`config.mk`:
```
export PLATFORM = sky130hd
export DESIGN_NAME = i2c_bit_level_master_core
export DESIGN_NICKNAME = d
export VERILOG_FILES = /design/src/i2cbm_pkg.sv /design/src/i2cbm_phase.sv /design/src/i2c_bit_level_master_core.sv
export SDC_FILE = /design/constraint.sdc
export NUM_CORES = 1
export LEC_CHECK = 0
export ABC_AREA = 1
export BUFFER_PORTS_ARGS = -buffer_cell sky130_fd_sc_hd__buf_2
export CAP_MARGIN = 15
export CORE_ASPECT_RATIO = 1.5
export CORE_UTILIZATION = 45
export DETAILED_ROUTE_END_ITERATION = 10
export MAX_ROUTING_LAYER = met4
export PLACE_DENSITY_LB_ADDON = 0.2
export SYNTH_ARGS = -nofsm -noshare
export SYNTH_HDL_FRONTEND = slang
export SYNTH_SLANG_ARGS = --single-unit
```
`constraint.sdc`:
```
create_clock -name aclk -period 4.55 [get_ports aclk]
set_input_delay 0.6825 -clock aclk [delete_from_list [all_inputs] [get_ports aclk]]
set_output_delay 0.6825 -clock aclk [all_outputs]
set_load 0.005 [all_outputs]
```
`src/i2cbm_pkg.sv`:
```
// ----------------------------------------------------------------------------
// i2cbm_pkg
// Shared types, codes and phase tables for the bit-level I2C master.
// ----------------------------------------------------------------------------
`default_nettype none

package i2cbm_pkg;

    localparam int unsigned PHASE_TICKS_W     = 8;
    localparam logic [7:0]  PHASE_TICKS_RESET = 8'd5;
    localparam int unsigned IDX_W             = 5;

    typedef enum logic [2:0] {
        OP_IDLE  = 3'd0,
        OP_START = 3'd1,
        OP_STOP  = 3'd2,
        OP_SEND  = 3'd3,
        OP_WACK  = 3'd4,
        OP_READ  = 3'd5
    } op_t;

    typedef enum logic [1:0] {
        KIND_SCL    = 2'd0,
        KIND_SDA    = 2'd1,
        KIND_SAMPLE = 2'd2
    } kind_t;

    typedef struct packed {
        op_t              op;
        logic [IDX_W-1:0] idx;
        logic [1:0]       sub;
        logic             shift_msb;
        logic             ack_to_send;
    } phase_req_t;

    typedef struct packed {
        kind_t kind;
        logic  level;
    } phase_act_t;

    function automatic logic [IDX_W:0] phase_total(input op_t op);
        logic [IDX_W:0] tot;
        unique case (op)
            OP_START: tot = 6'd4;
            OP_STOP:  tot = 6'd3;
            OP_SEND:  tot = 6'd24;
            OP_WACK:  tot = 6'd4;
            OP_READ:  tot = 6'd28;
            default:  tot = 6'd0;
        endcase
        return tot;
    endfunction

endpackage

`default_nettype wire

```
`src/i2cbm_phase.sv`:
```
// ----------------------------------------------------------------------------
// i2cbm_phase
// Decodes a command and phase position into the line action of that phase.
// ----------------------------------------------------------------------------
`default_nettype none

module i2cbm_phase
    import i2cbm_pkg::*;
(
    input  var phase_req_t req,
    output var phase_act_t act
);

    always_comb begin
        act.kind  = KIND_SCL;
        act.level = 1'b1;
        unique case (req.op)
            OP_START: begin
                unique case (req.idx)
                    5'd0:    begin act.kind = KIND_SDA; act.level = 1'b1; end
                    5'd1:    begin act.kind = KIND_SCL; act.level = 1'b1; end
                    5'd2:    begin act.kind = KIND_SDA; act.level = 1'b0; end
                    default: begin act.kind = KIND_SCL; act.level = 1'b0; end
                endcase
            end
            OP_STOP: begin
                unique case (req.idx)
                    5'd0:    begin act.kind = KIND_SDA; act.level = 1'b0; end
                    5'd1:    begin act.kind = KIND_SCL; act.level = 1'b1; end
                    default: begin act.kind = KIND_SDA; act.level = 1'b1; end
                endcase
            end
            OP_SEND: begin
                unique case (req.sub)
                    2'd0:    begin act.kind = KIND_SDA; act.level = req.shift_msb; end
                    2'd1:    begin act.kind = KIND_SCL; act.level = 1'b1; end
                    default: begin act.kind = KIND_SCL; act.level = 1'b0; end
                endcase
            end
            OP_WACK: begin
                unique case (req.idx)
                    5'd0:    begin act.kind = KIND_SDA;    act.level = 1'b1; end
                    5'd1:    begin act.kind = KIND_SCL;    act.level = 1'b1; end
                    5'd2:    begin act.kind = KIND_SAMPLE; act.level = 1'b1; end
                    default: begin act.kind = KIND_SCL;    act.level = 1'b0; end
                endcase
            end
            OP_READ: begin
                if (req.idx == 5'd0) begin
                    act.kind  = KIND_SDA;
                    act.level = 1'b1;
                end else if (req.idx <= 5'd24) begin
                    unique case (req.sub)
                        2'd1:    begin act.kind = KIND_SCL;    act.level = 1'b1; end
                        2'd2:    begin act.kind = KIND_SAMPLE; act.level = 1'b1; end
                        default: begin act.kind = KIND_SCL;    act.level = 1'b0; end
                    endcase
                end else if (req.idx == 5'd25) begin
                    act.kind  = KIND_SDA;
                    act.level = ~req.ack_to_send;
                end else begin
                    act.kind  = KIND_SCL;
                    act.level = (req.idx == 5'd26);
                end
            end
            default: begin
                act.kind  = KIND_SCL;
                act.level = 1'b1;
            end
        endcase
    end

endmodule

`default_nettype wire

```
`src/i2c_bit_level_master_core.sv`:
```
// The result of an item is registered and presented on the m_ side in the cycle after it is accepted.
// Throughput: one item per cycle unless a result waits; the phase state updates in one pass.
// The output register frees itself when taken, so s_tready only drops while a result waits.
// Reset: synchronous, active low; lines released, sequence idle, phase_ticks to default 5.
// ----------------------------------------------------------------------------
// i2c_bit_level_master_core
// Open-drain I2C master that steps SCL and SDA through the phases of a command.
// ----------------------------------------------------------------------------
`default_nettype none

module i2c_bit_level_master_core
    import i2cbm_pkg::*;
#(
    parameter logic [7:0] PHASE_TICKS_INIT = PHASE_TICKS_RESET
) (
    input  wire        aclk,
    input  wire        aresetn,
    input  wire        cfg_valid,
    output logic       cfg_ready,
    input  wire  [7:0] cfg_data,
    input  wire        s_tvalid,
    output logic       s_tready,
    // action[2:0], data_byte[10:3], send_ack[11], sda_level[12], zero[15:13]
    input  wire [15:0] s_tdata,
    output logic       m_tvalid,
    input  wire        m_tready,
    // scl_level[0], sda_drive[1], busy_res[2], done_res[3], rx_byte[11:4],
    // ack_bit[12], rejected[13], zero[15:14]
    output logic [15:0] m_tdata
);

    logic [7:0]       phase_ticks_reg;
    op_t              op_reg, op_next, op_pre;
    logic [IDX_W-1:0] idx_reg, idx_next, idx_pre;
    logic [1:0]       sub_reg, sub_next, sub_pre;
    logic [7:0]       tick_reg, tick_next;
    logic [7:0]       shift_reg, shift_next, shift_pre;
    logic             ats_reg, ats_next, ats_pre;
    logic             scl_reg, scl_next;
    logic             sda_reg, sda_next;
    logic [7:0]       rbyte_reg, rbyte_next;
    logic             ack_reg, ack_next;
    logic             done_next, rej_next, do_phase;
    logic             mvalid_reg;
    logic [15:0]      mdata_reg;

    logic [2:0] in_action;
    logic [7:0] in_data;
    logic       in_send_ack, in_sda;
    logic       accept, is_cmd;
    logic [7:0] tick_inc, limit;
    logic [IDX_W:0] idx_inc;

    phase_req_t req;
    phase_act_t act;

    assign in_action   = s_tdata[2:0];
    assign in_data     = s_tdata[10:3];
    assign in_send_ack = s_tdata[11];
    assign in_sda      = s_tdata[12];

    assign cfg_ready = 1'b1;
    assign s_tready  = ~mvalid_reg | m_tready;
    assign accept    = s_tvalid & s_tready;
    assign is_cmd    = (in_action >= 3'(OP_START)) && (in_action <= 3'(OP_READ));
    assign tick_inc  = tick_reg + 8'd1;
    assign limit     = (phase_ticks_reg == 8'd0) ? 8'd1 : phase_ticks_reg;
    assign idx_inc   = {1'b0, idx_reg} + 6'd1;

    i2cbm_phase u_phase (
        .req (req),
        .act (act)
    );

    always_comb begin
        op_pre    = op_reg;
        idx_pre   = idx_reg;
        sub_pre   = sub_reg;
        shift_pre = shift_reg;
        ats_pre   = ats_reg;
        tick_next = tick_reg;
        rbyte_next = rbyte_reg;
        done_next = 1'b0;
        rej_next  = 1'b0;
        do_phase  = 1'b0;
        if (is_cmd) begin
            if (op_reg != OP_IDLE) begin
                rej_next = 1'b1;
            end else begin
                op_pre    = op_t'(in_action);
                idx_pre   = '0;
                sub_pre   = 2'd0;
                ats_pre   = in_send_ack;
                shift_pre = (in_action == 3'(OP_SEND)) ? in_data : 8'd0;
                do_phase  = 1'b1;
            end
        end else if (op_reg != OP_IDLE) begin
            tick_next = tick_inc;
            if (tick_inc >= limit) begin
                if (idx_inc >= phase_total(op_reg)) begin
                    if (op_reg == OP_READ) begin
                        rbyte_next = shift_reg;
                    end
                    op_pre    = OP_IDLE;
                    idx_pre   = '0;
                    sub_pre   = 2'd0;
                    tick_next = 8'd0;
                    done_next = 1'b1;
                end else begin
                    idx_pre  = idx_inc[IDX_W-1:0];
                    sub_pre  = (sub_reg == 2'd2) ? 2'd0 : sub_reg + 2'd1;
                    do_phase = 1'b1;
                end
            end
        end
    end

    always_comb begin
        req.op          = op_pre;
        req.idx         = idx_pre;
        req.sub         = sub_pre;
        req.shift_msb   = shift_pre[7];
        req.ack_to_send = ats_pre;
    end

    always_comb begin
        op_next    = op_pre;
        idx_next   = idx_pre;
        sub_next   = sub_pre;
        ats_next   = ats_pre;
        shift_next = shift_pre;
        scl_next   = scl_reg;
        sda_next   = sda_reg;
        ack_next   = ack_reg;
        if (do_phase) begin
            unique case (act.kind)
                KIND_SCL: scl_next = act.level;
                KIND_SDA: begin
                    sda_next = act.level;
                    if (op_pre == OP_SEND) begin
                        shift_next = {shift_pre[6:0], 1'b0};
                    end
                end
                default: begin
                    if (op_pre == OP_WACK) begin
                        ack_next = in_sda;
                    end else begin
                        shift_next = {shift_pre[6:0], in_sda};
                    end
                end
            endcase
        end
    end

    always_ff @(posedge aclk) begin
        if (!aresetn) begin
            phase_ticks_reg <= PHASE_TICKS_INIT;
            op_reg     <= OP_IDLE;
            idx_reg    <= '0;
            sub_reg    <= 2'd0;
            tick_reg   <= 8'd0;
            shift_reg  <= 8'd0;
            ats_reg    <= 1'b0;
            scl_reg    <= 1'b1;
            sda_reg    <= 1'b1;
            rbyte_reg  <= 8'd0;
            ack_reg    <= 1'b1;
            mvalid_reg <= 1'b0;
        end else begin
            if (cfg_valid && cfg_ready) begin
                phase_ticks_reg <= cfg_data;
            end
            if (accept) begin
                op_reg    <= op_next;
                idx_reg   <= idx_next;
                sub_reg   <= sub_next;
                tick_reg  <= do_phase ? 8'd0 : tick_next;
                shift_reg <= shift_next;
                ats_reg   <= ats_next;
                scl_reg   <= scl_next;
                sda_reg   <= sda_next;
                rbyte_reg <= rbyte_next;
                ack_reg   <= ack_next;
            end
            if (accept) begin
                mvalid_reg <= 1'b1;
            end else if (m_tready) begin
                mvalid_reg <= 1'b0;
            end
        end
    end

    always_ff @(posedge aclk) begin
        if (accept) begin
            mdata_reg <= {2'b00, rej_next, ack_next, rbyte_next, done_next,
                          (op_next != OP_IDLE), sda_next, scl_next};
        end
    end

    assign m_tvalid = mvalid_reg;
    assign m_tdata  = mdata_reg;

`ifndef SYNTH
    a_busy_in_range: assert property (@(posedge aclk) disable iff (!aresetn)
        (op_reg != OP_IDLE) |-> ({1'b0, idx_reg} < phase_total(op_reg)))
        else $error("phase index beyond the end of the running command");

    a_done_not_busy: assert property (@(posedge aclk) disable iff (!aresetn)
        m_tvalid |-> !(m_tdata[3] && m_tdata[2]))
        else $error("done reported while still busy");

    a_reject_busy: assert property (@(posedge aclk) disable iff (!aresetn)
        (m_tvalid && m_tdata[13]) |-> m_tdata[2])
        else $error("command rejected while idle");

    a_sub_range: assert property (@(posedge aclk) disable iff (!aresetn)
        accept |=> (sub_reg != 2'd3))
        else $error("phase sub-counter out of range");
`endif

endmodule

`default_nettype wire
```
==> results of run 1 <==
-- metrics by stage --
stage	cell area [sq um]	total power [mW]	utilization (%)	hold WS, ns
after floorplan	4060	0.907	-	0.431
after global placement	4340	0.991	49.5	0.443
after detailed placement	4340	1.00	49.5	0.454
after CTS	4640	1.68	52.9	0.470
after global routing	4640	1.76	52.9	0.492
final	4640	1.67	52.9	0.468
-- power breakdown --
part	leakage [nW]	internal, mW	total, mW	switching (mW)
clock	0.146	0.425	0.684	0.259
sequential	0.522	0.593	0.613	0.0200
combinational	1.56	0.123	0.377	0.255
-- final cells by class --
type / instances / share of cell area, %
Multi-Input combinational cell: 405 / 48.5
Sequential cell: 61 / 29.3
Inverter: 96 / 7.82
Timing Repair Buffer: 44 / 4.91
Clock buffer: 9 / 4.85
Tap cell: 110 / 2.96
Clock inverter: 7 / 1.59
-- cell usage after synthesis (2+ instances only) --
cell type / n
nand3_1: 49
conb_1: 2
inv_1: 81
nor2_1: 46
nor2_4: 3
nor2_2: 4
a21oi_2: 8
nor3_1: 4
a21oi_1: 32
nand4_1: 8
nand3b_1: 4
ha_1: 18
o211ai_1: 3
clkbuf_1: 13
o21ai_0: 61
dfxtp_1: 47
nand2_2: 20
nand3_2: 3
buf_4: 4
nand2_1: 105
xor2_1: 9
inv_2: 13
a22oi_1: 7
nand2_4: 3
edfxtp_1: 14
-- routing by layer --
layer	vias to the layer above	part of all wire [%]	track usage, %	wire length, um
met5	-	0	-	0
met3	21	3.5	3.78	337
met4	0	2.9	11.1	278
met2	81	52	38.4	4980
met1	1773	41	23.8	3940
li1	1965	-	-	-
-- critical path: cells and delay by family, from the launching register on --
| family | cells | cell delay [ns] |
|---|---|---|
| buffers and inverters | 3 | 0.22 |
| AO/OA/AOI/OAI | 3 | 0.70 |
| flip-flops | 1 | 0.40 |
| adder cells (fa/ha/maj) | 2 | 0.53 |
| AND/OR/NAND/NOR | 13 | 1.74 |
| XOR/XNOR | 1 | 0.14 |
-- final timing paths --
| check | start | endpoint | slack (ns) |
|---|---|---|---|
| worst max register to register | tick_reg[0] | m_tdata[0] | 0.56 |
| worst min-delay path | sda_reg | sda_reg | 0.47 |
| worst min register to register | sda_reg | sda_reg | 0.47 |
| worst max-delay path | tick_reg[0] | m_tdata[0] | 0.56 |
-- logic make-up (layout without fill, tap and decap cells) --
group	count (synthesis)	in the layout	share of synthesized area [%]
xor gates and xnor gates	9	9	1.94
buffers and inverters	114	156	11.0
and+or+nand+nor	253	253	29.7
muxes	1	1	0.247
adders and majority gates	18	18	5.55
AOI/OAI and AO/OA	121	121	17.8
other	2	3	0.185
DFF	61	61	33.6
-- cells in the final DEF (no fill, tap or decap), drive strengths merged --
master    Yosys  layout
clkbuf       13       9
o31ai         1       1
o21ai        63      63
a22oi         7       7
a21boi        2       2
nor3          5       5
ha           18      18
clkinvlp      0       1
buf           5      44
mux2i         1       1
bufinv        0       1
nand3        53      53
a211oi        1       1
o211ai        3       3
dfxtp        47      47
a41o          1       1
o21a          1       1
and2          1       1
nand2       128     128
a21oi        41      41
inv          95      96
nand3b        4       4
xor2          9       9
nor2         53      53
nor4          1       1
edfxtp       14      14
o21bai        1       1
clkinv        1       5
nand4         8       8
conb          2       3
==> results.yml, run 1 <==
run_status:
  status: "completed"
power_and_ir_drop:
  irDropWorstVdd_mv: 0.217
  p_per_area_mw_per_mm2: 361
  leakage_nw: 2.23
sta:
  drv_slew: 0
  finalSetupViolations: 0
  fmax_mhz: 250
  hold_viol: 0
  rsz0062_at_grt: "no"
  finalCritPeriodShare_pct: 87.8
  period_needed_ns: 3.99
  finClkSkew_ns: 0.0102
  worst_slack_ns: 0.557
  fin_setup_tns_ns: 0
  max_slew_margin_pct: 36.6
  worst_pin_slew_ns: 0.944
logic_synthesis:
  synth_cell_types: 43
  synth_seq_cells: 61
  ys_async_sr_fraction_pct: 0
  syn_area_per_cell_sq_um: 7.01
  synth_flop_cell: "dfxtp_1"
  synth_top_cell_by_area: "dfxtp_1"
  synth_edf_count: 14
  yosys.area.top_type_share_pct: 23.2
  synth_area_leaders: "dfxtp_1, edfxtp_1, nand2_1"
  postSynthCellCount: 579
  synth_area_sq_mm: 0.00406
  synth-seq-area-share_pct: 33.6
  yosys_warnings: 0
drt:
  drt_iter0_markers: 233
  via_count: 3840
  drcViolationCount: 0
  drtAntennaViolNets: 0
  drtPass1Iterations: 5
  routed_via_density: 5.25
  totalWireLength_um: 9540
  wl_per_cell_um: 13.0
critical_path:
  cp.required_ns: 4.64
  critPathSlowestCell: "dfxtp_1"
  critPathKind: "register to register"
  end_kind: "register"
  worst_r2r_path_depth: 22
  cp-start-kind: "register"
  worst_path_largest_cell_delay_ns: 0.40
  worstPathMaxFanout: 10
  crit_arrival_ns: 4.08
  cp_cell_sequence: "nand3_1 -> nand3b_1 -> nand3b_1 -> xor2_1 -> inv_1 -> ha_1 -> nand2_1 -> inv_1 -> nor2_1 -> o21a_1 -> nand2_2 -> nand2_2 -> nand2_2 -> o21ai_0 -> inv_1 -> ha_1 -> nand4_1 -> a21boi_4 -> nand3_4 -> nor2_1 -> nand2_1 -> and2_1"
final_layout:
  nets: 664
  stdcell_count: 732
  area_delta_synth_final_pct: 14.4
  regArea_sq_mm: 0.00136
  multiInputGateArea_sq_mm: 0.00225
  n_antenna_cell: 0
  drive_gt1_share_pct: 19.6
  largest_reg_flops: 14
  fill_cells: 865
die:
  rows: 42
  core_sq_mm: 0.00878
  ioPinCount: 48
  die_w_um: 79.5
  die_height_um: 118
  dieArea_sq_mm: 0.00941
  initial_core_util_pct: 46.2
global_route:
  grt_overflow: 0
  grt_pass1_vias: 3555
  grt_pass1_wl_um: 15900
  grt_max_degree: 36
  grt_antenna_before_repair: 0
  track_usage_pct: 22.2
placement:
  post-place-ws_ns: 0.593
  io_buffer_count: 41
  dp_hpwl_um: 7130
  gpl.final_weighted_congestion: 0.867
  dp_cells: 716
cts:
  ctsHoldBuffers: 0
  cts_buffer_depth: 2
  clock-root-buffer: "clkbuf_16"
  cts.clk_slew.worst_paths_ns: 0.06
  cts_htree_levels: 3
  post_cts_buffers: 0
  cts_made_buffers: 9
  worstSkewPairLatency_ns: 0.34
  post_cts_resized: 0
  cts.sinks: 61
  cts_tree: "yes"
min_path:
  hold_depth: 2
  hold_path_class: "register to register"
flow_run:
  maxCapViolCount: 0
Note: power is estimated with default switching activity, not from simulation.
==> inputs of run 2 (changes only) <==
REMOVE_ABC_BUFFERS = 1   (was unset)
==> run 2 against run 1 <==
Net effect:
- sequential power barely moved
- worst setup slack lost 0.050 ns
- core utilization increased by 0.36 points
- global-route usage is 0.87 points higher
- clock power is 8.2% higher
- largest power group unchanged
- critical path type unchanged
- final area increased by 0.67%
==> results.yml, run 2 (synthesized netlist as in run 1, its figures left out) <==
sta:
  drv_slew: 0
  rsz0062_at_grt: "no"
  fmax_mhz: 247
  fin_setup_tns_ns: 0
  max_slew_margin_pct: 35.7
  finClkSkew_ns: 0.00677
  period_needed_ns: 4.04
  hold_viol: 0
  worst_slack_ns: 0.507
  finalCritPeriodShare_pct: 88.9
  finalSetupViolations: 0
  worst_pin_slew_ns: 0.957
critical_path:
  cp-start-kind: "register"
  critPathKind: "register to register"
  worstPathMaxFanout: 10
  end_kind: "register"
  rr_startpoint: "tick_reg[0]"
  crit_start: "tick_reg[0]"
  crit_arrival_ns: 4.14
  cp.required_ns: 4.64
  worst_r2r_path_depth: 22
  r2r_slack_ns: 0.51
  rr_endpoint: "m_tdata[0]"
  critPathCapture: "m_tdata[0]"
global_route:
  grt_overflow: 0
  grt_pass1_vias: 3578
  grt_max_degree: 36
  grt_pass1_wl_um: 16400
  track_usage_pct: 23.1
  grt_antenna_before_repair: 0
final_layout:
  fill_cells: 875
  largest_reg_flops: 14
  n_antenna_cell: 0
  final_cell_mix: "nand2_1, inv_1, o21ai_0"
  final_common_cell: "nand2_1"
  area_delta_synth_final_pct: 15.2
  multiInputGateArea_sq_mm: 0.00225
  nets: 665
  stdcell_count: 733
  drive_gt1_share_pct: 19.7
  regArea_sq_mm: 0.00136
cts:
  cts_tree: "yes"
  cts_buffer_depth: 2
  worstSkewPairLatency_ns: 0.34
  ctsHoldBuffers: 0
  clock-root-buffer: "clkbuf_16"
  cts_made_buffers: 9
  cts.clk_slew.worst_paths_ns: 0.06
  post_cts_resized: 0
  post_cts_buffers: 0
  cts.sinks: 61
  cts_htree_levels: 3
placement:
  io_buffer_count: 41
  post-place-ws_ns: 0.497
  dp_cells: 717
  dp_hpwl_um: 7160
  gpl.final_weighted_congestion: 0.878
power_and_ir_drop:
  p_per_area_mw_per_mm2: 371
  leakage_nw: 2.24
  irDropWorstVdd_mv: 0.252
  power.total_mw: 1.73
die:
  dieArea_sq_mm: 0.00941
  rows: 42
  initial_core_util_pct: 46.2
  ioPinCount: 48
  core_sq_mm: 0.00878
  die_w_um: 79.5
  die_height_um: 118
drt:
  via_count: 3751
  routed_via_density: 5.12
  drtAntennaViolNets: 0
  drtPass1Iterations: 4
  wl_per_cell_um: 13.2
  totalWireLength_um: 9680
  drt_iter0_markers: 151
  drcViolationCount: 0
run_status:
  status: "completed"
min_path:
  hold_depth: 2
  hold_path_class: "register to register"
flow_run:
  maxCapViolCount: 0
[run 2: cell count changes in the layout (fill, tap and decap cells not counted)]
cell and delta:
buf_4 +1, clkinv_4 -1, clkinvlp_4 +1, clkinv_2 -1, bufinv_16 +1
[run 2: worst min path at each step]
stage                            start  slack [ns]                  to
global placement               scl_reg        0.44             scl_reg
CTS                 phase_ticks_reg[0]        0.46  phase_ticks_reg[0]
global route              shift_reg[2]        0.49        shift_reg[2]
detailed placement  phase_ticks_reg[0]        0.45  phase_ticks_reg[0]
finish              phase_ticks_reg[0]        0.46  phase_ticks_reg[0]
floorplan           phase_ticks_reg[0]        0.43  phase_ticks_reg[0]
[run 2: area by class of cell]
class                           instances  share of cell area [%]
Clock buffer                            9                    4.82
Clock inverter                          7                    2.09
Inverter                               96                    7.76
Multi-Input combinational cell        405                    48.2
Sequential cell                        61                    29.1
Tap cell                              110                    2.95
Timing Repair Buffer                   45                    5.03
[run 2: power by group]
part	internal, mW	leakage, nW	switching (mW)
clock network	0.481	0.152	0.260
logic	0.124	1.57	0.254
registers	0.593	0.522	0.0197
total	1.20	2.24	0.534
[run 2: metal layers]
layer / vias to the layer above / share of wire, % / global-route usage, %
li1: 1962 / - / -
met5: - / 0 / -
met2: 63 / 52 / 40.2
met1: 1698 / 42 / 24.3
met4: 0 / 3.7 / 13.2
met3: 28 / 2.6 / 3.09
[run 2: metrics by stage]
stage	area, sq um	utilization (%)	hold slack, ns
2_1_floorplan	3980	-	0.431
3_3_place_gp	4350	49.6	0.442
3_5_place_dp	4350	49.6	0.445
4_1_cts	4670	53.3	0.460
5_1_grt	4670	53.3	0.487
6_report	4670	53.3	0.460
[run 2: worst max-delay path, stage by stage, from the launching register on]
cell and delay [ns]:
dfxtp_1 0.41, nand3_1 0.12, nand3b_1 0.21, nand3b_1 0.20, xor2_1 0.14, inv_1 0.08
ha_1 0.31, nand2_1 0.08, inv_1 0.05, nor2_1 0.09, o21a_1 0.14, nand2_2 0.15
nand2_2 0.15, nand2_2 0.08, o21ai_0 0.29, inv_1 0.12, ha_1 0.25, nand4_1 0.17
a21boi_4 0.22, nand3_4 0.20, nor2_1 0.14, nand2_1 0.07, and2_1 0.14
==> inputs of run 3 (changes only) <==
ABC_AREA = 0   (was 1)
SYNTH_HIERARCHICAL = 1   (was unset)
==> run 3 against run 2 <==
Net effect:
- fmax down 8.4%
- largest power group unchanged
- sequential share of layout area decreased by 1.7 points
- critical path type unchanged
- power shrank 10%
- combinational power decreased by 13%
- clock skew about the same
- clock-buffer cell count did not move
- non-clock buffer count is 53 higher
- critical path depth decreased by 1
- first-iteration DRC count down 7.9%
==> results.yml, run 3 <==
run_status:
  status: "completed"
global_route:
  grt_max_degree: 40
  track_usage_pct: 24.8
  grt_pass1_wl_um: 16500
  grt_pass1_vias: 3540
  grt_antenna_before_repair: 0
  grt_overflow: 0
die:
  die_w_um: 77.6
  initial_core_util_pct: 46.1
  dieArea_sq_mm: 0.00895
  rows: 41
  die_height_um: 115
  ioPinCount: 48
  core_sq_mm: 0.00836
sta:
  rsz0062_at_grt: "yes"
  drv_slew: 0
  finalCritPeriodShare_pct: 97.0
  worst_pin_slew_ns: 0.703
  fin_setup_tns_ns: 0
  max_slew_margin_pct: 52.8
  finalSetupViolations: 0
  finClkSkew_ns: 0.00629
  hold_viol: 0
  period_needed_ns: 4.42
  fmax_mhz: 226
critical_path:
  critical_path.most_common_cell: "and3_4"
  critPathKind: "register to register"
  worst_path_largest_cell_delay_ns: 0.42
  worstPathMaxFanout: 8
  crit_arrival_ns: 4.68
  cp.required_ns: 4.81
  cp-start-kind: "register"
  end_kind: "register"
  cp_cell_sequence: "and3_4 -> and3_4 -> nand3_4 -> xnor2_2 -> ha_1 -> and4_4 -> and3_4 -> o21ai_4 -> o21a_4 -> o21ai_4 -> o31ai_4 -> or3_4 -> a2111oi_4 -> a21oi_2 -> o31ai_2 -> o211ai_1 -> a21oi_2 -> o211ai_1 -> o21a_2 -> or3_1 -> a21oi_1"
  critPathSlowestCell: "or3_4"
drt:
  highest_layer: "met4"
  met2_length_um: 5680
  drt-met1-wl_um: 4100
  routed_via_density: 5.57
  wl_met3_um: 308
  totalWireLength_um: 10300
  drt_iter0_markers: 139
  drcViolationCount: 0
  drtAntennaViolNets: 0
  wl_per_cell_um: 15.5
  drtPass1Iterations: 5
  via_count: 3729
cts:
  clock-root-buffer: "clkbuf_16"
  cts.clk_slew.worst_paths_ns: 0.05
  cts_made_buffers: 9
  cts_htree_levels: 3
  worstSkewPairLatency_ns: 0.33
  cts_tree: "yes"
  cts_buffer_depth: 2
  cts.sinks: 61
  ctsHoldBuffers: 0
power_and_ir_drop:
  irDropWorstVdd_mv: 0.241
  p_per_area_mw_per_mm2: 311
  combinationalPowerShare_pct: 21.2
  swShare_pct: 30.1
  power.switching_uw: 467
  leakage_nw: 2.08
  power.total_mw: 1.55
  intPower_mw: 1.08
  p_seq_share_pct: 38.0
  p_clk_share_pct: 40.8
logic_synthesis:
  synth_area_leaders: "dfxtp_1, edfxtp_1, nand2_1"
  syn_area_per_cell_sq_um: 8.15
  synth_cell_types: 66
  synth-seq-area-share_pct: 35.3
  synth_flop_cell: "dfxtp_1"
  postSynthCellCount: 473
  synth_seq_cells: 61
  ys_async_sr_fraction_pct: 0
  synth_commonest_cells: "nand2_1, dfxtp_1, a21oi_1"
  synth_area_sq_mm: 0.00385
  synth_top_cell_by_area: "dfxtp_1"
  synth_edf_count: 14
  yosys.area.top_type_share_pct: 24.4
  yosys_warnings: 6
  yosysMostFrequentCell: "nand2_1"
placement:
  dp_hpwl_um: 7430
  gpl.final_weighted_congestion: 0.891
  dp_cells: 648
  io_buffer_count: 41
final_layout:
  largest_reg_flops: 14
  final_common_cell: "nand2_1"
  final_cell_mix: "nand2_1, buf_4, dfxtp_1"
  n_antenna_cell: 0
  nets: 604
  stdcell_count: 669
  final_util_pct: 59.5
  drive_gt1_share_pct: 31.5
  area_delta_synth_final_pct: 29.2
min_path:
  hold_path_class: "register to register"
flow_run:
  maxCapViolCount: 0
==> run 3: cell types whose count changed after synthesis, moves of 11 or more <==
cell | before | now
inv_1 | 81 | 21
nand2_1 | 105 | 70
o21ai_0 | 61 | 26
nand3_1 | 49 | 17
nand2_2 | 20 | 1
inv_2 | 13 | 0
mux2_2 | 0 | 12
mux2i_1 | 1 | 12
==> run 3: timing repair <==
item	in CTS	in global routing
endpoints found under the setup margin	9	13
buffers inserted	0	6
gates resized for setup	10	39
pin swaps	2	18
==> run 3: power groups by stage <==
stage	Sequential [mW]	Combinational, mW	Clock [mW]
final	0.590	0.328	0.632
after global routing	0.592	0.359	0.669
after CTS	0.589	0.305	0.645
after detailed placement	0.601	0.300	0
after global placement	0.600	0.295	0
after floorplan	0.601	0.174	0
==> run 3: cell type report <==
type	instances	area [sq um]
Clock inverter	7	50.0
Sequential cell	61	1360
Clock buffer	9	225
Multi-Input combinational cell	365	2490
Fill cell	752	3380
Tap cell	107	134
Timing Repair Buffer	98	637
Inverter	22	82.6
==> run 3: routing by layer <==
| metal | GRT usage, % | vias to the layer above |
|---|---|---|
| li1 | - | 1854 |
| met1 | 25.3 | 1777 |
| met2 | 45.8 | 83 |
| met3 | 4.44 | 15 |
| met4 | 11.3 | 0 |
| met5 | - | - |
==> run 3: critical path: cells and delay by family, from the launching register on <==
| family | cells | cell delay (ns) |
|---|---|---|
| adders and majority gates | 1 | 0.30 |
| xor gates and xnor gates | 1 | 0.16 |
| AOI/OAI and AO/OA | 12 | 1.86 |
| DFF | 1 | 0.35 |
| and+or+nand+nor | 7 | 1.68 |
==> run 3: worst paths after layout <==
| path | startpoint | to | slack, ns | depth (start not counted) |
|---|---|---|---|---|
| worst max-delay path | tick_reg[0] | shift_reg[7] | 0.13 | 21 |
| worst min-delay path | rbyte_reg[1] | rbyte_reg[1] | 0.45 | 2 |
| worst min register to register | rbyte_reg[1] | rbyte_reg[1] | 0.45 | 2 |
| worst max register to register | tick_reg[0] | shift_reg[7] | 0.13 | 21 |
==> run 3: kinds of logic (layout without fill, tap and decap cells) <==
group / Yosys count / after routing / synth area share (%)
and+or+nand+nor: 185 / 185 / 23.0
DFF: 61 / 61 / 35.3
muxes: 24 / 24 / 6.62
buffers and inverters: 48 / 136 / 5.49
AOI/OAI and AO/OA: 126 / 126 / 21.5
adders and majority gates: 18 / 18 / 5.84
other: 2 / 3 / 0.195
xor gates and xnor gates: 9 / 9 / 2.05
==> run 3: metrics by stage <==
stage	instance area, sq um	hold slack, ns	worst slack (ns)
after floorplan	3730	0.433	-0.101
after global placement	4460	0.439	-0.0342
after detailed placement	4460	0.447	-0.151
after CTS	4770	0.455	0.0301
after global routing	4980	0.477	-0.132
final	4980	0.453	0.135
